[config.mk]
export PLATFORM = sky130hd
export DESIGN_NAME = sorted_list_insert_delete_unit
export DESIGN_NICKNAME = d
export VERILOG_FILES = /design/src/sv/sli_pkg.sv /design/src/sv/sorted_list_insert_delete_unit.sv /design/src/sv/sli_ram.sv /design/src/sv/sli_front.sv /design/src/sv/sli_back.sv
export SDC_FILE = /design/constraint.sdc
export NUM_CORES = 1
export LEC_CHECK = 0
export BUFFER_PORTS_ARGS = -buffer_cell sky130_fd_sc_hd__buf_2
export CORE_ASPECT_RATIO = 0.9
export CORE_MARGIN = 1
export CORE_UTILIZATION = 61
export CTS_BUF_LIST = sky130_fd_sc_hd__clkbuf_8
export CTS_CLUSTER_DIAMETER = 100
export DETAILED_ROUTE_END_ITERATION = 6
export PLACE_DENSITY = 0.86
export SYNTH_ARGS = -nofsm -noshare
export SYNTH_HDL_FRONTEND = slang
export SYNTH_SLANG_ARGS = --single-unit
export TNS_END_PERCENT = 10
[constraint.sdc]
create_clock -name clk_i -period 8.5 [get_ports clk_i]
set_clock_uncertainty 0.1 [all_clocks]
set_input_delay 1.7 -clock clk_i [delete_from_list [all_inputs] [get_ports clk_i]]
set_output_delay 1.7 -clock clk_i [all_outputs]
set_load 0.01 [all_outputs]
[src/sv/sli_pkg.sv]
// Shared types and constants of the sorted list insert and delete unit.
// Used by the top level, sli_front, sli_back and sli_checker; depends on nothing.
package sli_pkg;

  localparam int unsigned VALUE_W     = 32;
  localparam int unsigned COUNT_OUT_W = 6;
  localparam int unsigned STATUS_W    = 2;

  // Command queue between the front and the back.
  localparam int unsigned Q_DEPTH = 2;
  localparam int unsigned Q_PTR_W = 1;
  localparam int unsigned Q_CNT_W = 2;

  typedef enum logic {
    OP_INSERT = 1'b0,
    OP_DELETE = 1'b1
  } op_e;

  typedef enum logic [STATUS_W-1:0] {
    ST_DONE      = 2'd0,
    ST_FULL      = 2'd1,
    ST_NOT_FOUND = 2'd2
  } status_e;

  typedef enum logic [1:0] {
    B_IDLE,
    B_READ,
    B_EVAL,
    B_WRV
  } back_state_e;

  typedef struct packed {
    logic                      mode;
    logic signed [VALUE_W-1:0] value;
  } cmd_t;

  typedef struct packed {
    status_e                   status;
    logic [COUNT_OUT_W-1:0]    entry_count;
    logic                      head_valid;
    logic signed [VALUE_W-1:0] head_value;
  } result_t;

  typedef struct packed {
    op_e                       op;
    logic signed [VALUE_W-1:0] value;
  } queue_item_t;

endpackage

[src/sv/sorted_list_insert_delete_unit.sv]
// Top level of the sorted list insert and delete unit.
// Depends on sli_pkg, sli_front, sli_back and sli_ram.
//
// The unit keeps up to LIST_DEPTH signed 32-bit entries in ascending order.
// A command transaction is taken on a rising edge where start is high and busy
// is low; cmd_i.mode selects insert (0) or delete of the first equal entry (1).
// Each command yields exactly one result transaction: done_o is high for one
// cycle while result_o carries the status, the entry count after the command
// and the smallest entry held (zero when the list is empty).
// Commands go into a two-entry queue; busy is high only while it is full, so
// a new command can be taken while an earlier one is still being executed.
// The back end walks the entry RAM one entry at a time, with a read state and
// an evaluate state per entry, since its single read port has a registered
// output. An insert walks down from the top entry to its position; a delete
// walks every entry whether or not the value is found. A refused insert, an
// insert into an empty list and a delete on an empty list finish without a
// walk. A command that waits in the queue adds the time the back end still
// needs for the commands ahead of it.
// Sustained throughput is set by that walk, one command at a time.
// Reset clears the queue, the entry count and the state machine; the RAM
// itself is not cleared, since only entries below the count are ever read.
// The receiver cannot stall: every result is shown for exactly one cycle.
module sorted_list_insert_delete_unit #(
  parameter int unsigned LIST_DEPTH = 32
) (
  input  logic             clk_i,
  input  logic             rst_ni,
  input  logic             start,
  input  sli_pkg::cmd_t    cmd_i,
  output logic             busy,
  output logic             done_o,
  output sli_pkg::result_t result_o
);

  localparam int unsigned AW = $clog2(LIST_DEPTH);

  logic                          q_valid;
  logic                          q_pop;
  sli_pkg::queue_item_t          q_item;
  logic                          ram_we;
  logic [AW-1:0]                 ram_waddr;
  logic [AW-1:0]                 ram_raddr;
  logic [sli_pkg::VALUE_W-1:0]   ram_wdata;
  logic [sli_pkg::VALUE_W-1:0]   ram_rdata;

  // Accepts commands and turns the mode bit into an operation code.
  sli_front u_front (
    .clk_i   (clk_i),
    .rst_ni  (rst_ni),
    .start_i (start),
    .cmd_i   (cmd_i),
    .busy_o  (busy),
    .valid_o (q_valid),
    .item_o  (q_item),
    .pop_i   (q_pop)
  );

  // Executes one queued command at a time against the entry RAM.
  sli_back #(
    .LIST_DEPTH (LIST_DEPTH)
  ) u_back (
    .clk_i       (clk_i),
    .rst_ni      (rst_ni),
    .valid_i     (q_valid),
    .item_i      (q_item),
    .pop_o       (q_pop),
    .ram_we_o    (ram_we),
    .ram_waddr_o (ram_waddr),
    .ram_wdata_o (ram_wdata),
    .ram_raddr_o (ram_raddr),
    .ram_rdata_i (ram_rdata),
    .done_o      (done_o),
    .result_o    (result_o)
  );

  // Entry store, kept in ascending order from address zero upward.
  sli_ram #(
    .WIDTH (sli_pkg::VALUE_W),
    .DEPTH (LIST_DEPTH)
  ) u_ram (
    .clk_i   (clk_i),
    .we_i    (ram_we),
    .waddr_i (ram_waddr),
    .wdata_i (ram_wdata),
    .raddr_i (ram_raddr),
    .rdata_o (ram_rdata)
  );

endmodule

[src/sv/sli_ram.sv]
// Generic single-write, single-read RAM with a registered read port.
// Stands alone; used for the entry store of the sorted list unit.
module sli_ram #(
  parameter int unsigned WIDTH = 32,
  parameter int unsigned DEPTH = 32
) (
  input  logic                     clk_i,
  input  logic                     we_i,
  input  logic [$clog2(DEPTH)-1:0] waddr_i,
  input  logic [WIDTH-1:0]         wdata_i,
  input  logic [$clog2(DEPTH)-1:0] raddr_i,
  output logic [WIDTH-1:0]         rdata_o
);

  logic [WIDTH-1:0] mem_q [DEPTH];
  logic [WIDTH-1:0] rdata_q;

  always_ff @(posedge clk_i) begin
    if (we_i) begin
      mem_q[waddr_i] <= wdata_i;
    end
    rdata_q <= mem_q[raddr_i];
  end

  assign rdata_o = rdata_q;

endmodule

[src/sv/sli_front.sv]
// Front part of the sorted list unit: accepts commands, classifies them and
// holds them in a two-entry queue for the back part. Depends on sli_pkg.
module sli_front (
  input  logic                clk_i,
  input  logic                rst_ni,
  input  logic                start_i,
  input  sli_pkg::cmd_t       cmd_i,
  output logic                busy_o,
  output logic                valid_o,
  output sli_pkg::queue_item_t item_o,
  input  logic                pop_i
);

  sli_pkg::queue_item_t               entries_q [sli_pkg::Q_DEPTH];
  sli_pkg::queue_item_t               item_in;
  logic [sli_pkg::Q_PTR_W-1:0]        wr_ptr_q, wr_ptr_d;
  logic [sli_pkg::Q_PTR_W-1:0]        rd_ptr_q, rd_ptr_d;
  logic [sli_pkg::Q_CNT_W-1:0]        count_q, count_d;
  logic                               full;
  logic                               push;

  assign full   = (count_q == sli_pkg::Q_CNT_W'(sli_pkg::Q_DEPTH));
  assign push   = start_i && !full;
  assign busy_o = full;
  assign valid_o = (count_q != '0);
  assign item_o  = entries_q[rd_ptr_q];

  // The mode bit becomes an operation code for the back part.
  always_comb begin
    item_in.value = cmd_i.value;
    if (cmd_i.mode) begin
      item_in.op = sli_pkg::OP_DELETE;
    end else begin
      item_in.op = sli_pkg::OP_INSERT;
    end
  end

  always_comb begin
    wr_ptr_d = wr_ptr_q;
    rd_ptr_d = rd_ptr_q;
    count_d  = count_q;
    if (push) begin
      wr_ptr_d = wr_ptr_q + 1'b1;
    end
    if (pop_i) begin
      rd_ptr_d = rd_ptr_q + 1'b1;
    end
    if (push && !pop_i) begin
      count_d = count_q + 1'b1;
    end else if (!push && pop_i) begin
      count_d = count_q - 1'b1;
    end
  end

  always_ff @(posedge clk_i or negedge rst_ni) begin
    if (!rst_ni) begin
      wr_ptr_q <= '0;
      rd_ptr_q <= '0;
      count_q  <= '0;
    end else begin
      wr_ptr_q <= wr_ptr_d;
      rd_ptr_q <= rd_ptr_d;
      count_q  <= count_d;
    end
  end

  always_ff @(posedge clk_i) begin
    if (push) begin
      entries_q[wr_ptr_q] <= item_in;
    end
  end

endmodule

[src/sv/sli_back.sv]
// Back part of the sorted list unit: walks the entry RAM to insert or delete
// one value per transaction and forms the result. Depends on sli_pkg.
module sli_back #(
  parameter int unsigned LIST_DEPTH = 32
) (
  input  logic                              clk_i,
  input  logic                              rst_ni,
  input  logic                              valid_i,
  input  sli_pkg::queue_item_t              item_i,
  output logic                              pop_o,
  output logic                              ram_we_o,
  output logic [$clog2(LIST_DEPTH)-1:0]     ram_waddr_o,
  output logic [sli_pkg::VALUE_W-1:0]       ram_wdata_o,
  output logic [$clog2(LIST_DEPTH)-1:0]     ram_raddr_o,
  input  logic [sli_pkg::VALUE_W-1:0]       ram_rdata_i,
  output logic                              done_o,
  output sli_pkg::result_t                  result_o
);

  localparam int unsigned AW = $clog2(LIST_DEPTH);
  localparam int unsigned CW = $clog2(LIST_DEPTH + 1);

  sli_pkg::back_state_e              state_q, state_d;
  logic [AW-1:0]                     k_q, k_d;
  logic [CW-1:0]                     count_q, count_d;
  sli_pkg::op_e                      op_q, op_d;
  logic signed [sli_pkg::VALUE_W-1:0] val_q, val_d;
  logic                              shift_q, shift_d;
  logic signed [sli_pkg::VALUE_W-1:0] head_q, head_d;
  logic                              done_q;
  sli_pkg::result_t                  res_q, res_d;

  logic                              finish;
  sli_pkg::status_e                  status;
  logic                              we;
  logic [AW-1:0]                     waddr;
  logic signed [sli_pkg::VALUE_W-1:0] wdata;
  logic signed [sli_pkg::VALUE_W-1:0] rdata;

  logic is_full, is_empty, is_last, k_zero, rd_ge, rd_eq, immediate;

  assign rdata    = $signed(ram_rdata_i);
  assign is_full  = (count_q == CW'(LIST_DEPTH));
  assign is_empty = (count_q == '0);
  assign is_last  = (CW'(k_q) == (count_q - CW'(1)));
  assign k_zero   = (k_q == '0);
  assign rd_ge    = (rdata >= val_q);
  assign rd_eq    = (rdata == val_q);
  assign immediate = (item_i.op == sli_pkg::OP_INSERT) ? (is_full || is_empty) : is_empty;

  // Next state.
  always_comb begin
    state_d = state_q;
    case (state_q)
      sli_pkg::B_IDLE: begin
        if (valid_i && !immediate) begin
          state_d = sli_pkg::B_READ;
        end
      end
      sli_pkg::B_READ: begin
        state_d = sli_pkg::B_EVAL;
      end
      sli_pkg::B_EVAL: begin
        if (op_q == sli_pkg::OP_INSERT) begin
          if (!rd_ge) begin
            state_d = sli_pkg::B_IDLE;
          end else if (k_zero) begin
            state_d = sli_pkg::B_WRV;
          end else begin
            state_d = sli_pkg::B_READ;
          end
        end else if (is_last) begin
          state_d = sli_pkg::B_IDLE;
        end else begin
          state_d = sli_pkg::B_READ;
        end
      end
      sli_pkg::B_WRV: begin
        state_d = sli_pkg::B_IDLE;
      end
      default: begin
        state_d = sli_pkg::B_IDLE;
      end
    endcase
  end

  // Outputs and datapath.
  always_comb begin
    pop_o   = 1'b0;
    we      = 1'b0;
    waddr   = k_q;
    wdata   = val_q;
    k_d     = k_q;
    op_d    = op_q;
    val_d   = val_q;
    shift_d = shift_q;
    count_d = count_q;
    finish  = 1'b0;
    status  = sli_pkg::ST_DONE;
    case (state_q)
      sli_pkg::B_IDLE: begin
        if (valid_i) begin
          pop_o   = 1'b1;
          op_d    = item_i.op;
          val_d   = item_i.value;
          shift_d = 1'b0;
          if (item_i.op == sli_pkg::OP_INSERT) begin
            if (is_full) begin
              finish = 1'b1;
              status = sli_pkg::ST_FULL;
            end else if (is_empty) begin
              we      = 1'b1;
              waddr   = '0;
              wdata   = item_i.value;
              count_d = CW'(1);
              finish  = 1'b1;
            end else begin
              k_d = AW'(count_q - CW'(1));
            end
          end else begin
            if (is_empty) begin
              finish = 1'b1;
              status = sli_pkg::ST_NOT_FOUND;
            end else begin
              k_d = '0;
            end
          end
        end
      end
      sli_pkg::B_READ: begin
      end
      sli_pkg::B_EVAL: begin
        if (op_q == sli_pkg::OP_INSERT) begin
          // Walk down from the top: larger or equal entries move up one slot.
          we    = 1'b1;
          waddr = k_q + 1'b1;
          if (rd_ge) begin
            wdata = rdata;
            if (!k_zero) begin
              k_d = k_q - 1'b1;
            end
          end else begin
            wdata   = val_q;
            count_d = count_q + CW'(1);
            finish  = 1'b1;
          end
        end else if (!shift_q) begin
          // Search for the first equal entry.
          if (rd_eq) begin
            if (is_last) begin
              count_d = count_q - CW'(1);
              finish  = 1'b1;
            end else begin
              shift_d = 1'b1;
              k_d     = k_q + 1'b1;
            end
          end else if (is_last) begin
            finish = 1'b1;
            status = sli_pkg::ST_NOT_FOUND;
          end else begin
            k_d = k_q + 1'b1;
          end
        end else begin
          // Close the gap: each later entry moves down one slot.
          we    = 1'b1;
          waddr = k_q - 1'b1;
          wdata = rdata;
          if (is_last) begin
            count_d = count_q - CW'(1);
            finish  = 1'b1;
          end else begin
            k_d = k_q + 1'b1;
          end
        end
      end
      sli_pkg::B_WRV: begin
        we      = 1'b1;
        waddr   = '0;
        wdata   = val_q;
        count_d = count_q + CW'(1);
        finish  = 1'b1;
      end
      default: begin
      end
    endcase
  end

  // The smallest entry is mirrored in a register whenever slot zero is written.
  always_comb begin
    head_d = head_q;
    if (we && (waddr == '0)) begin
      head_d = wdata;
    end
    res_d.status      = status;
    res_d.entry_count = sli_pkg::COUNT_OUT_W'(count_d);
    res_d.head_valid  = (count_d != '0);
    res_d.head_value  = (count_d != '0) ? head_d : '0;
  end

  assign ram_we_o    = we;
  assign ram_waddr_o = waddr;
  assign ram_wdata_o = wdata;
  assign ram_raddr_o = k_q;
  assign done_o      = done_q;
  assign result_o    = res_q;

  always_ff @(posedge clk_i or negedge rst_ni) begin
    if (!rst_ni) begin
      state_q <= sli_pkg::B_IDLE;
      count_q <= '0;
      done_q  <= 1'b0;
    end else begin
      state_q <= state_d;
      count_q <= count_d;
      done_q  <= finish;
    end
  end

  always_ff @(posedge clk_i) begin
    k_q     <= k_d;
    op_q    <= op_d;
    val_q   <= val_d;
    shift_q <= shift_d;
    head_q  <= head_d;
    if (finish) begin
      res_q <= res_d;
    end
  end

endmodule

==> flow_summary.ini <==
[worst_setup_path]
reg2regPathDepth = 12
r2r_slack_ns = 3.05
critPathMaxStageDelay_ns = 1.00
critPathKind = reg2reg
end_kind = register
worst-path-buf-inv = 2
startpoint = u_back.val_q[31]
reg2reg_to = u_back.result_o[20]
arrival_ns = 5.89
critPathMaxFanout = 24
critPathTopFamily = simple AND/OR/NAND/NOR gates
reg2reg_from = u_back.val_q[31]
cp_data_required_time_ns = 8.94
crit_chain = inv_1, ha_1, nand4_1, nor4_1, a41oi_1, nor4_4, a21oi_1, o21ai_0, a32oi_1, nor4_4, buf_4, a21boi_2
crit_path_frequent_cell = nor4_4
worst_path_max_delay_cell = nor4_4
startpoint_type = register

[route]
drc = 18
vias = 26061
drtIter0Drc = 4290
drtAntennaViolNets = 0
avgViaCountPerCell = 6.98
wire_per_inst_um = 33.4
drt_wl_total_mm = 125
drt_first_pass_iters = 7

[final_layout]
fillers = 4412
mostFrequentLayoutCell = edfxtp_1
area_delta_synth_final_pct = 10.6
layout_common_cells = 1,170 x edfxtp_1, 320 x mux4_2, 194 x clkbuf_8, 158 x nand2_1, 113 x inv_1
finalNetCount = 2611
drive_above_1_share = 0.308
final_cell_area_um2 = 54300

[clock_network]
clkLatencyLatePin_ns = 0.85
cts_buffers = 177
cts_tree = built
post_cts_buffers = 0
postCtsHoldBufs = 0
cts_resized = 0
cts_root_buf = clkbuf_8
clk_pin_slew_ns = 0.07
cts-htree-levels = 4
cts.sinks = 1247
cts.path.max_buffers = 3

[global_route]
grtUsageTotal = 0.312
grt_max_degree = 107
grt_antenna_before_repair = 3
grt_pass1_wl_mm = 179
overflow = 0
grt_pass1_vias = 26208

[synth]
synth.yosys.warnings = 0
synth_ff_type = edfxtp_1
yosysUniqueCellTypes = 76
syn_inst = 2353
synth-edff-count = 1170
async_flop_share = 0.0104
ys_seq_elements = 1247
synth_area_um2 = 49100
seq_area_frac_synth = 0.749
syn_nets = 2427
syn_avg_cell_area_um2 = 20.8

[power_and_ir_drop]
total_power_mw = 21.2
peakVddDrop_mv = 0.271
p_per_area_nw_per_um2 = 390
p_leak_nw = 17.9

[floorplanning]
die_area_um2 = 81600
fp.dieH_um = 271
pin_count = 79
rows = 98
start_util = 0.616
die_w_um = 301
core-area_um2 = 79600

[sta]
finalHoldViolCount = 0
worst_slew_pin_slew_ns = 1.21
setup_ws_ns = 3.05
final.min_clock_period_ns = 5.45
fmax_ghz = 0.183
final-setup-viol-count = 0
fin_crit_sh = 0.641
max_slew_margin = 0.194
rsz0062_at_grt = false
setup_tns_ns = 0
whs_ns = 0.375
slew_violations = 0

[status]
status = finished, violations left
violations = design-rule violations

[place]
place.gp.congestion = 0.864
post-place-ws_ns = 3.34
dpl.hpwl_mm = 68.9
place_area_um2 = 50900
portBuffers = 78

[min_path]
hold_class = reg2reg
min_from = u_back.head_q[14]
holdPathStages = 1
hold_end = u_back.head_q[14]

[run]
drv_cap = 0
[report_power, final]
group          switching (mW)  internal (mW)
sequential              0.424           8.95
combinational            4.66           2.70
clock                    2.23           2.22
total                    7.31           13.9
[cells in the mapped netlist (30+ instances only)]
master,count,area share
dfxtp_1,64,0.026
ha_1,38,0.0097
mux4_2,320,0.15
nand2_1,159,0.012
edfxtp_1,1170,0.72
a21oi_1,55,0.0056
clkbuf_1,85,0.0065
buf_1,30,0.0023
inv_1,45,0.0034
nor2_1,59,0.0045
a221o_1,31,0.0063
mux2_2,35,0.0080
[through the flow]
stage,utilization,cells
finish,0.682,3733
global route,0.682,3733
CTS,0.682,3732
detailed placement,0.640,3408
global placement,0.640,3408
floorplan,-,2353
[worst max-delay path by stage]
stage                     cells after the start                   to  slack (ns)
final                                        12  u_back.result_o[20]        3.05
after global routing                         12  u_back.result_o[31]        3.01
after CTS                                    12  u_back.result_o[31]        3.27
after detailed placement                     12  u_back.result_o[31]        3.34
after global placement                        9   u_ram.mem_q[5][16]        3.62
after floorplan                              10   u_ram.mem_q[22][0]        4.00
[state kept, by name (all words and copies together) (netlist names), 2 cells and up]
name / count
u_back.result_o: 41
u_back.head_q: 32
u_ram.rdata_o: 32
u_back.val_q: 32
u_front.entries_q: 66
u_back.ram_raddr_o: 5
u_back.state_q: 2
u_front.count_q: 2
u_ram.mem_q: 1024
u_back.count_q: 6
[cells by family after synthesis]
| group | count (synthesis) | share of synthesized area |
|---|---|---|
| XOR/XNOR | 17 | 0.00332 |
| AND/OR/NAND/NOR | 294 | 0.0276 |
| multiplexers | 393 | 0.166 |
| AO/OA/AOI/OAI | 187 | 0.0295 |
| flip-flops | 1247 | 0.749 |
| adder cells (fa/ha/maj) | 38 | 0.00969 |
| buffers and inverters | 177 | 0.0154 |
[final cells by class]
type                    count  area [um^2]  area share
flip-flops and latches   1247        36700       0.677
multi-input cells         929        11800       0.218
clock buffers             194         2670      0.0492
well taps                1050         1310      0.0242
diodes                      1         2.50   0.0000461
repair buffers            133          841      0.0155
inverters                  49          189     0.00348
clock inverters           130          667      0.0123
[metal layers]
layer,GRT usage,part of all wire
met4,0.161,0.052
met3,0.0963,0.15
met5,0,0
met2,0.458,0.46
met1,0.426,0.34
Power figures use the tool's default switching activity.
